==> config.mk <==
export PLATFORM = sky130hd
export DESIGN_NAME = min_priority_job_queue
export DESIGN_NICKNAME = d
export VERILOG_FILES = /design/src/rtl/mpjq_pkg.sv /design/src/rtl/mpjq_cell.sv /design/src/rtl/min_priority_job_queue.sv
export SDC_FILE = /design/constraint.sdc
export NUM_CORES = 1
export LEC_CHECK = 0
export BUFFER_PORTS_ARGS = -buffer_cell sky130_fd_sc_hd__buf_2
export CORE_MARGIN = 2
export CORE_UTILIZATION = 40
export DETAILED_ROUTE_END_ITERATION = 12
export PLACE_DENSITY = 0.55
export REMOVE_ABC_BUFFERS = 1
export SLEW_MARGIN = 30
export SYNTH_ARGS = -nofsm -noshare
export SYNTH_HDL_FRONTEND = slang
export SYNTH_SLANG_ARGS = --single-unit
==> constraint.sdc <==
create_clock -name i_clk -period 14.1 [get_ports i_clk]
set_clock_uncertainty 0.05 [all_clocks]
set_input_delay 1.41 -clock i_clk [delete_from_list [all_inputs] [get_ports i_clk]]
set_output_delay 1.41 -clock i_clk [all_outputs]
set_load 0.005 [all_outputs]
==> src/rtl/mpjq_pkg.sv <==
// Shared request codes and cell command type for the job queue.
package mpjq_pkg;

    localparam logic REQ_ENQ = 1'b0;
    localparam logic REQ_DEQ = 1'b1;

    typedef struct packed {
        logic enq;
        logic deq;
    } t_cell_cmd;

endpackage

==> src/rtl/mpjq_cell.sv <==
// One slot of the sorted job chain: holds a job and shifts with its neighbors.
module mpjq_cell #(
    parameter int KEY_BITS = 16,
    parameter int TAG_BITS = 8
) (
    input  logic                 i_clk,
    input  logic                 i_rst_n,
    input  mpjq_pkg::t_cell_cmd  i_cmd,
    input  logic [KEY_BITS-1:0]  i_new_key,
    input  logic [TAG_BITS-1:0]  i_new_tag,
    input  logic                 i_left_keep,
    input  logic                 i_left_valid,
    input  logic [KEY_BITS-1:0]  i_left_key,
    input  logic [TAG_BITS-1:0]  i_left_tag,
    input  logic                 i_right_valid,
    input  logic [KEY_BITS-1:0]  i_right_key,
    input  logic [TAG_BITS-1:0]  i_right_tag,
    output logic                 o_keep,
    output logic                 o_valid,
    output logic [KEY_BITS-1:0]  o_key,
    output logic [TAG_BITS-1:0]  o_tag
);
    import mpjq_pkg::*;

    logic                r_valid;
    logic [KEY_BITS-1:0] r_key;
    logic [TAG_BITS-1:0] r_tag;
    logic                n_valid;
    logic [KEY_BITS-1:0] n_key;
    logic [TAG_BITS-1:0] n_tag;
    logic                w_keep;

    // A held job stays put when the new job does not beat it; equal keys keep
    // the older job ahead.
    assign w_keep = r_valid && (r_key <= i_new_key);

    always_comb begin
        n_valid = r_valid;
        n_key   = r_key;
        n_tag   = r_tag;
        if (i_cmd.enq && !w_keep) begin
            if (i_left_keep) begin
                n_valid = 1'b1;
                n_key   = i_new_key;
                n_tag   = i_new_tag;
            end else begin
                n_valid = i_left_valid;
                n_key   = i_left_key;
                n_tag   = i_left_tag;
            end
        end else if (i_cmd.deq) begin
            n_valid = i_right_valid;
            n_key   = i_right_key;
            n_tag   = i_right_tag;
        end
    end

    always_ff @(posedge i_clk) begin
        if (!i_rst_n) begin
            r_valid <= 1'b0;
        end else begin
            r_valid <= n_valid;
        end
    end

    always_ff @(posedge i_clk) begin
        r_key <= n_key;
        r_tag <= n_tag;
    end

    assign o_keep  = w_keep;
    assign o_valid = r_valid;
    assign o_key   = r_key;
    assign o_tag   = r_tag;

endmodule

==> src/rtl/min_priority_job_queue.sv <==
// Top level of the sorted min-priority job queue built as a chain of cells.
//
//   channel  direction  handshake          payload
//   request  in         i_valid / o_ready  i_req_type, i_job_tag, i_pages
//   result   out        o_valid / i_ready  o_job_valid, o_out_tag, o_out_pages,
//                                          o_was_empty, o_overflowed, o_occupancy
//
// Every request beat is handled at once: all cells shift or hold in parallel,
// and the result is registered and shown the cycle after acceptance.
// A new request is taken every cycle while the result register drains each cycle;
// o_ready is low only while an untaken result sits in the output register.
// Reset (synchronous, active low) empties the chain.
module min_priority_job_queue #(
    parameter int QUEUE_DEPTH = 16,
    parameter int KEY_BITS    = 16,
    parameter int TAG_BITS    = 8
) (
    input  logic                                 i_clk,
    input  logic                                 i_rst_n,
    input  logic                                 i_valid,
    output logic                                 o_ready,
    input  logic                                 i_req_type,
    input  logic [TAG_BITS-1:0]                  i_job_tag,
    input  logic [KEY_BITS-1:0]                  i_pages,
    output logic                                 o_valid,
    input  logic                                 i_ready,
    output logic                                 o_job_valid,
    output logic [TAG_BITS-1:0]                  o_out_tag,
    output logic [KEY_BITS-1:0]                  o_out_pages,
    output logic                                 o_was_empty,
    output logic                                 o_overflowed,
    output logic [$clog2(QUEUE_DEPTH+1)-1:0]     o_occupancy
);
    import mpjq_pkg::*;

    localparam int OCC_BITS = $clog2(QUEUE_DEPTH + 1);

    logic [QUEUE_DEPTH-1:0] w_valid;
    logic [QUEUE_DEPTH-1:0] w_keep;
    logic [QUEUE_DEPTH-1:0] w_valid_inc;
    logic [KEY_BITS-1:0]    w_key [QUEUE_DEPTH];
    logic [TAG_BITS-1:0]    w_tag [QUEUE_DEPTH];
    t_cell_cmd              w_cmd;
    logic                   w_accept;
    logic                   w_full;
    logic                   w_empty;

    logic                   r_out_valid;
    logic                   r_job_valid;
    logic [TAG_BITS-1:0]    r_out_tag;
    logic [KEY_BITS-1:0]    r_out_pages;
    logic                   r_was_empty;
    logic                   r_overflowed;
    logic [OCC_BITS-1:0]    r_occupancy;
    logic [OCC_BITS-1:0]    r_count;
    logic [OCC_BITS-1:0]    n_count;

    assign o_ready  = !r_out_valid || i_ready;
    assign w_accept = i_valid && o_ready;
    assign w_full   = w_valid[QUEUE_DEPTH-1];
    assign w_empty  = !w_valid[0];

    assign w_cmd.enq = w_accept && (i_req_type == REQ_ENQ) && !w_full;
    assign w_cmd.deq = w_accept && (i_req_type == REQ_DEQ) && !w_empty;

    for (genvar g = 0; g < QUEUE_DEPTH; g++) begin : g_cell
        logic                w_lkeep;
        logic                w_lvalid;
        logic [KEY_BITS-1:0] w_lkey;
        logic [TAG_BITS-1:0] w_ltag;
        logic                w_rvalid;
        logic [KEY_BITS-1:0] w_rkey;
        logic [TAG_BITS-1:0] w_rtag;

        // The head cell sees a virtual kept neighbor, so it takes the new job
        // whenever its own job must move.
        if (g == 0) begin : g_head
            assign w_lkeep  = 1'b1;
            assign w_lvalid = 1'b0;
            assign w_lkey   = '0;
            assign w_ltag   = '0;
        end else begin : g_mid
            assign w_lkeep  = w_keep[g-1];
            assign w_lvalid = w_valid[g-1];
            assign w_lkey   = w_key[g-1];
            assign w_ltag   = w_tag[g-1];
        end

        if (g == QUEUE_DEPTH - 1) begin : g_tail
            assign w_rvalid = 1'b0;
            assign w_rkey   = '0;
            assign w_rtag   = '0;
        end else begin : g_body
            assign w_rvalid = w_valid[g+1];
            assign w_rkey   = w_key[g+1];
            assign w_rtag   = w_tag[g+1];
        end

        mpjq_cell #(
            .KEY_BITS (KEY_BITS),
            .TAG_BITS (TAG_BITS)
        ) u_cell (
            .i_clk         (i_clk),
            .i_rst_n       (i_rst_n),
            .i_cmd         (w_cmd),
            .i_new_key     (i_pages),
            .i_new_tag     (i_job_tag),
            .i_left_keep   (w_lkeep),
            .i_left_valid  (w_lvalid),
            .i_left_key    (w_lkey),
            .i_left_tag    (w_ltag),
            .i_right_valid (w_rvalid),
            .i_right_key   (w_rkey),
            .i_right_tag   (w_rtag),
            .o_keep        (w_keep[g]),
            .o_valid       (w_valid[g]),
            .o_key         (w_key[g]),
            .o_tag         (w_tag[g])
        );
    end

    always_comb begin
        n_count = r_count;
        if (w_cmd.enq) begin
            n_count = r_count + {{(OCC_BITS-1){1'b0}}, 1'b1};
        end else if (w_cmd.deq) begin
            n_count = r_count - {{(OCC_BITS-1){1'b0}}, 1'b1};
        end
    end

    always_ff @(posedge i_clk) begin
        if (!i_rst_n) begin
            r_out_valid <= 1'b0;
            r_count     <= '0;
        end else begin
            r_count <= n_count;
            if (w_accept) begin
                r_out_valid <= 1'b1;
            end else if (i_ready) begin
                r_out_valid <= 1'b0;
            end
        end
    end

    always_ff @(posedge i_clk) begin
        if (w_accept) begin
            r_job_valid  <= w_cmd.deq;
            r_out_tag    <= w_cmd.deq ? w_tag[0] : '0;
            r_out_pages  <= w_cmd.deq ? w_key[0] : '0;
            r_was_empty  <= (i_req_type == REQ_DEQ) && w_empty;
            r_overflowed <= (i_req_type == REQ_ENQ) && w_full;
            r_occupancy  <= n_count;
        end
    end

    assign o_valid      = r_out_valid;
    assign o_job_valid  = r_job_valid;
    assign o_out_tag    = r_out_tag;
    assign o_out_pages  = r_out_pages;
    assign o_was_empty  = r_was_empty;
    assign o_overflowed = r_overflowed;
    assign o_occupancy  = r_occupancy;

    assign w_valid_inc = w_valid + {{(QUEUE_DEPTH-1){1'b0}}, 1'b1};

    // The count register must agree with the number of occupied cells.
    a_count_matches: assert property (@(posedge i_clk) disable iff (!i_rst_n)
        $countones(w_valid) == int'(r_count))
        else $error("occupancy count disagrees with occupied cells");

    // Occupied cells always form a contiguous run from the head.
    a_valid_prefix: assert property (@(posedge i_clk) disable iff (!i_rst_n)
        (w_valid & w_valid_inc) == '0)
        else $error("occupied cells are not packed at the head");

    // A returned job never comes with an empty or overflow flag.
    a_flags_exclusive: assert property (@(posedge i_clk) disable iff (!i_rst_n)
        (o_valid && o_job_valid) |-> (!o_was_empty && !o_overflowed))
        else $error("job returned together with an error flag");

    // A result beat that is not taken holds its occupancy.
    a_occ_hold: assert property (@(posedge i_clk) disable iff (!i_rst_n)
        (o_valid && !i_ready) |=> $stable(o_occupancy))
        else $error("stalled result changed occupancy");

endmodule

==> results of run 1 <==
-- worst max-delay path by stage --
stage | cells past startpoint | start | to
2_1_floorplan | 5 | i_ready | g_cell[6].u_cell.o_key[0]
3_3_place_gp | 10 | i_pages[12] | g_cell[2].u_cell.o_key[8]
3_5_place_dp | 10 | i_pages[15] | g_cell[2].u_cell.o_key[7]
4_1_cts | 10 | i_pages[15] | g_cell[2].u_cell.o_key[10]
5_1_grt | 10 | i_pages[15] | g_cell[2].u_cell.o_key[8]
6_report | 10 | i_pages[15] | g_cell[2].u_cell.o_key[13]
-- worst register-to-register path: stages (launching register included) --
cell      delay (ps)
edfxtp_1         510
ha_1             360
nand4_1          180
nor4_1           420
o21ai_0          230
a31oi_4          170
buf_4            520
and2_1           840
or2_2            640
-- metrics by stage --
stage / area [sq um] / power, mW / hold WS [ps] / utilization, %
2_1_floorplan: 27400 / 1.95 / 418 / -
3_3_place_gp: 29500 / 2.15 / 440 / 41.9
3_5_place_dp: 29500 / 2.17 / 457 / 42.0
4_1_cts: 31200 / 3.48 / 465 / 44.3
5_1_grt: 31200 / 3.60 / 505 / 44.4
6_report: 31200 / 3.48 / 469 / 44.4
-- state kept, by name, summed over array words and instances (netlist names), 5 cells and up --
register / count
o_out_tag: 8
o_out_pages: 16
g_cell.u_cell.o_key: 256
g_cell.u_cell.o_tag: 128
o_occupancy: 5
r_count: 5
g_cell.u_cell.o_valid: 16
-- routing by layer --
metal,global-route usage [%],vias up,wire [um]
li1,-,10700,-
met4,14.0,0,5830
met2,41.2,1315,45000
met5,0,-,0
met3,5.29,258,10400
met1,38.9,11700,44400
-- report_power, final --
group / internal, mW / switching, mW / leakage (nW) / total (mW)
Combinational: 0.184 / 0.339 / 7.46 / 0.524
Sequential: 1.54 / 0.0944 / 4.08 / 1.64
Clock: 0.764 / 0.558 / 0.794 / 1.32
Total: 2.49 / 0.991 / 12.3 / 3.48
-- cell usage after synthesis, types with 5 or more instances --
cell / instances / area [sq um]
and4_1: 5 / 43.8
nand4_1: 40 / 250
o21a_1: 11 / 82.6
mux2i_1: 171 / 1710
ha_1: 242 / 3030
mux2_2: 7 / 78.8
edfxtp_1: 416 / 12500
a211oi_1: 5 / 37.5
a31oi_1: 265 / 1660
buf_6: 7 / 78.8
nor2_1: 69 / 259
a21oi_1: 430 / 2150
nand2b_1: 7 / 43.8
nand3b_1: 70 / 526
and2_1: 37 / 231
o211ai_1: 11 / 82.6
a32o_1: 6 / 60.1
o2111ai_1: 5 / 43.8
o21ai_0: 225 / 1130
mux2_4: 17 / 255
and3_1: 12 / 75.1
or3_1: 5 / 31.3
nand2_1: 80 / 300
a2111oi_0: 6 / 52.6
dfxtp_1: 22 / 440
a21o_1: 18 / 135
nor3_1: 7 / 35.0
buf_4: 16 / 120
a311oi_1: 25 / 219
nor2b_1: 17 / 106
inv_1: 49 / 184
or2_2: 12 / 75.1
a2bb2oi_1: 25 / 219
a21boi_0: 7 / 52.6
nor4_1: 12 / 75.1
clkbuf_1: 159 / 597
buf_2: 64 / 320
nand3_1: 116 / 581
-- area by class of cell --
type	instances	area, sq um	area share [%]
antenna	1	2.50	0.00802
clock buffer	65	1390	4.46
clock inverter	30	231	0.742
inverter	49	184	0.589
multi-input combinational	2030	14400	46.2
sequential	438	12900	41.4
tap	940	1180	3.77
timing repair buffer	128	873	2.80
-- cell families after synthesis --
logic type      Yosys count  synth area share [%]
mux                     195                  7.18
xor+xnor                  4                 0.123
flops                   438                  45.4
buf+inv                 301                  4.65
fa+ha+maj               242                  10.6
simple gates            514                  10.1
compound gates         1075                  21.9
==> results.py, run 1 <==
metrics = {
    "hold_path": {
        "min_to": "g_cell[6].u_cell.o_valid",
        "hp-class": "flop to flop",
        "min_from": "g_cell[6].u_cell.o_valid",
        "hold_path_depth": 2,
    },
    "setup_path": {
        "start_kind": "primary input",
        "r2r-start": "g_cell[2].u_cell.o_key[15]",
        "slowest_delay_ps": 820,
        "rr_endpoint": "g_cell[2].u_cell.o_key[13]",
        "end_kind": "flop",
        "reg2reg_depth": 8,
        "critPathBufInv": 3,
        "cp_slowest_cell": "and2_1",
        "cp_top_family": "simple AND/OR/NAND/NOR gates",
        "path_cells": "buf_2 -> inv_1 -> ha_1 -> nand4_1 -> nor4_1 -> o21ai_0 -> a31oi_4 -> buf_4 -> and2_1 -> or2_2",
        "worst-endpoint-arrival_ps": 5930,
        "crit_fanout": 51,
        "crit_type": "primary input to flop",
        "reg2reg_setup_slack_ps": 9800,
        "cp.required_ps": 14280,
    },
    "routing": {
        "drtIter0Drc": 3137,
        "drt-total-wl_um": 106000,
        "first_pass_iters": 9,
        "via_count": 23900,
        "post_drt_wl_per_cell_um": 28.7,
        "ant_nets": 0,
        "via_per_inst": 6.50,
        "drc": 0,
    },
    "power": {
        "leakage_nw": 12.3,
        "vdd_drop_max_uv": 89.6,
        "power_density_mw_per_mm2": 112,
    },
    "flow_run": {
        "maxCapViolCount": 0,
    },
    "timing": {
        "hold_viol_final": 0,
        "max_slew_margin_pct": 32.9,
        "period_share_pct": 40.8,
        "worstMarginPinSlew_ps": 1010,
        "slew_viol_final": 0,
        "tns_ps": 0,
        "fin_ws_ps": 8350,
        "min_period_ps": 5750,
        "rsz0062_at_grt": "no",
        "fmax_mhz": 174,
        "setup_violations": 0,
    },
    "cts": {
        "cts_resized": 0,
        "ctsHoldBuffers": 0,
        "cts_max_level": 2,
        "cts_made_buffers": 51,
        "max-clock-path-buffers": 3,
        "cts_tree": "done",
        "clock_latency_ps": 600,
        "clk_pin_slew_worst_paths_ps": 60,
        "cts.sinks": 438,
        "post_cts_buffers": 0,
        "root_buffer": "clkbuf_16",
    },
    "run_status": {
        "outcome": "completed",
    },
    "grt": {
        "grt_max_degree": 188,
        "grt_pass1_wl_um": 153000,
        "grt_pass1_vias": 22800,
        "track_usage_pct": 27.9,
        "antenna_found_initial": 1,
        "grt-ovfl-total": 0,
    },
    "floorplan": {
        "initial_core_util_pct": 40.6,
        "ioPinCount": 63,
        "die_y_um": 271,
        "dieWidth_um": 271,
        "dieArea_sq_mm": 0.0734,
        "fp.coreArea_sq_mm": 0.0703,
        "rows": 97,
    },
    "place": {
        "hpwlAfterDp_um": 71800,
        "gp_congestion": 0.940,
        "dpl.cell_count": 3583,
        "port_buffers": 62,
        "place_ws_ps": 7810,
    },
    "synthesis": {
        "yosysWarnings": 0,
        "ys_types": 73,
        "synth-seq-cells": 438,
        "synthFlopType": "edfxtp_1",
        "syn_avg_cell_area_sq_um": 10.3,
        "synth_cells": 2769,
        "seq_area_frac_synth_pct": 45.4,
        "syn_area_sq_mm": 0.0285,
        "async_flop_share_pct": 0,
        "synth_edf_count": 416,
    },
    "finish": {
        "instances_no_fill": 3681,
        "final_nets": 2969,
        "area_delta_synth_final_pct": 9.49,
        "final_cell_mix": "a21oi_1 (430), edfxtp_1 (416), a31oi_1 (263), ha_1 (242), o21ai_0 (223)",
        "final_common_cell": "a21oi_1",
        "fill_cells": 6628,
        "layout-drive-gt1-share_pct": 10.0,
    },
}
Note: power is estimated with default switching activity, not from simulation.
==> run 2: changes to the inputs <==
clock period = 5.5 ns   (was 14.1 ns; I/O delays follow)
==> run 2 against run 1 <==
Compared with the run above:
- final area grew 0.96%
- flip-flop and latch count is the same
- power grew to 2.6 times the previous value
- critical path type unchanged
- largest cell class unchanged
==> results.py, run 2 (synthesized netlist as in run 1, its figures left out) <==
metrics = {
    "floorplan": {
        "fp.coreArea_sq_mm": 0.0703,
        "ioPinCount": 63,
        "rows": 97,
        "dieWidth_um": 271,
        "die_y_um": 271,
        "initial_core_util_pct": 40.6,
        "dieArea_sq_mm": 0.0734,
    },
    "place": {
        "hpwlAfterDp_um": 72800,
        "post_dp_cell_area_sq_mm": 0.0298,
        "port_buffers": 62,
        "gp_congestion": 0.968,
    },
    "setup_path": {
        "r2r-start": "g_cell[14].u_cell.o_key[15]",
        "cp_slowest_cell": "clkinv_1",
        "reg2reg_setup_slack_ps": 2150,
        "crit_type": "primary input to flop",
        "end_kind": "flop",
        "cp.required_ps": 5800,
        "worst-endpoint-arrival_ps": 4370,
        "rr_endpoint": "g_cell[15].u_cell.o_tag[6]",
        "start_kind": "primary input",
        "slowest_delay_ps": 810,
        "path_cells": "buf_2 -> clkinv_1 -> ha_1 -> nand4_1 -> nor4_1 -> o21ai_0 -> a31oi_4 -> buf_4 -> mux2i_1 -> nor2_1",
        "crit_fanout": 51,
        "reg2reg_depth": 8,
    },
    "routing": {
        "drt-total-wl_um": 105000,
        "ant_nets": 0,
        "post_drt_wl_per_cell_um": 28.2,
        "via_per_inst": 6.54,
        "first_pass_iters": 7,
        "via_count": 24300,
        "drtIter0Drc": 3156,
        "drc": 0,
    },
    "cts": {
        "clock_latency_ps": 620,
        "ctsHoldBuffers": 0,
        "cts_tree": "done",
        "cts_resized": 0,
        "cts_made_buffers": 51,
        "post_cts_buffers": 0,
        "max-clock-path-buffers": 3,
        "cts.sinks": 438,
        "cts_max_level": 2,
        "root_buffer": "clkbuf_16",
        "clk_pin_slew_worst_paths_ps": 60,
    },
    "power": {
        "pwr-share-clk_pct": 38.8,
        "p_int_mw": 6.49,
        "vdd_drop_max_uv": 224,
        "p_seq_share_pct": 46.1,
        "p_comb_share_pct": 15.1,
        "leakage_nw": 12.5,
        "power_switching_mw": 2.58,
        "power_density_mw_per_mm2": 288,
        "p_sw_share_pct": 28.5,
        "power_mw": 9.07,
    },
    "timing": {
        "fmax_mhz": 246,
        "hold_viol_final": 0,
        "rsz0062_at_grt": "no",
        "tns_ps": 0,
        "worstMarginPinSlew_ps": 1070,
        "period_share_pct": 74.0,
        "setup_violations": 0,
        "slew_viol_final": 0,
        "min_period_ps": 4070,
        "max_slew_margin_pct": 28.6,
    },
    "finish": {
        "largest_reg_flops": 256,
        "final_common_cell": "a21oi_1",
        "finalInstanceArea_sq_mm": 0.0315,
        "insertedDiodeCount": 0,
        "area_delta_synth_final_pct": 10.5,
        "layout-drive-gt1-share_pct": 11.1,
        "final_nets": 3004,
        "final_cell_mix": "a21oi_1 (430), edfxtp_1 (416), a31oi_1 (263), ha_1 (242), o21ai_0 (223)",
    },
    "grt": {
        "top_usage_layer": "met1",
        "grt_use_met3_pct": 5.07,
        "grt_pass1_wl_um": 153000,
        "grt-ovfl-total": 0,
        "grtUsageMet1_pct": 40.4,
        "track_usage_pct": 27.7,
        "grtUsageMet2_pct": 39.3,
        "grt_max_degree": 76,
        "grt_pass1_vias": 22800,
        "antenna_found_initial": 2,
    },
    "hold_path": {
        "hold_path_depth": 3,
        "min_to": "o_valid",
        "min_from": "i_valid",
        "hp-class": "primary input to flop",
    },
    "flow_run": {
        "maxCapViolCount": 0,
    },
    "run_status": {
        "outcome": "completed",
    },
}
## run 2: critical path, delay by kind of cell
family / cells / cell delay (ps)
AO/OA/AOI/OAI: 2 / 540
adder cells (fa/ha/maj): 1 / 690
buffers and inverters: 3 / 1450
multiplexers: 1 / 250
AND/OR/NAND/NOR: 3 / 810
## run 2: layer usage
layer  part of all wire [%]  routed length [um]
met4                    5.3                5550
met5                  0.011                  11
met3                     11               11200
met2                     41               43300
met1                     43               44700
## run 2: stage by stage
stage	cells	util [%]	setup WS, ps	hold WS (ps)
final	3715	44.8	1430	145
after global routing	3715	44.8	1250	159
after CTS	3714	44.8	1830	119
after detailed placement	3619	42.4	1180	472
after global placement	3619	42.4	1290	441
after floorplan	2517	-	-13770	418
## run 2: how the worst max path moves through the flow
stage                 from                          to  slack [ps]  cells after the start
3_5_place_dp   i_pages[14]   g_cell[4].u_cell.o_tag[7]        1180                      9
3_3_place_gp   i_pages[14]   g_cell[4].u_cell.o_tag[1]        1290                      9
4_1_cts        i_pages[14]   g_cell[4].u_cell.o_key[8]        1830                      9
6_report       i_pages[14]  g_cell[15].u_cell.o_tag[6]        1430                     10
5_1_grt        i_pages[14]  g_cell[15].u_cell.o_tag[6]        1250                     10
2_1_floorplan      i_ready   g_cell[6].u_cell.o_key[0]      -13770                      5
## run 2: power groups by stage
stage                     Clock [mW]  Combinational (mW)  Sequential [mW]
final                           3.52                1.37             4.18
after global routing            3.69                1.49             4.19
after CTS                       3.56                1.34             4.17
after detailed placement           0                1.34             4.24
after global placement             0                1.29             4.24
after floorplan                    0               0.879             4.11
## run 2: cell type report
class | instances | area (sq um)
well taps | 940 | 1180
clock buffers | 66 | 1380
inverters | 49 | 184
flip-flops and latches | 438 | 12900
fillers | 6549 | 38800
clock inverters | 29 | 318
multi-input cells | 2030 | 14400
repair buffers | 163 | 1110
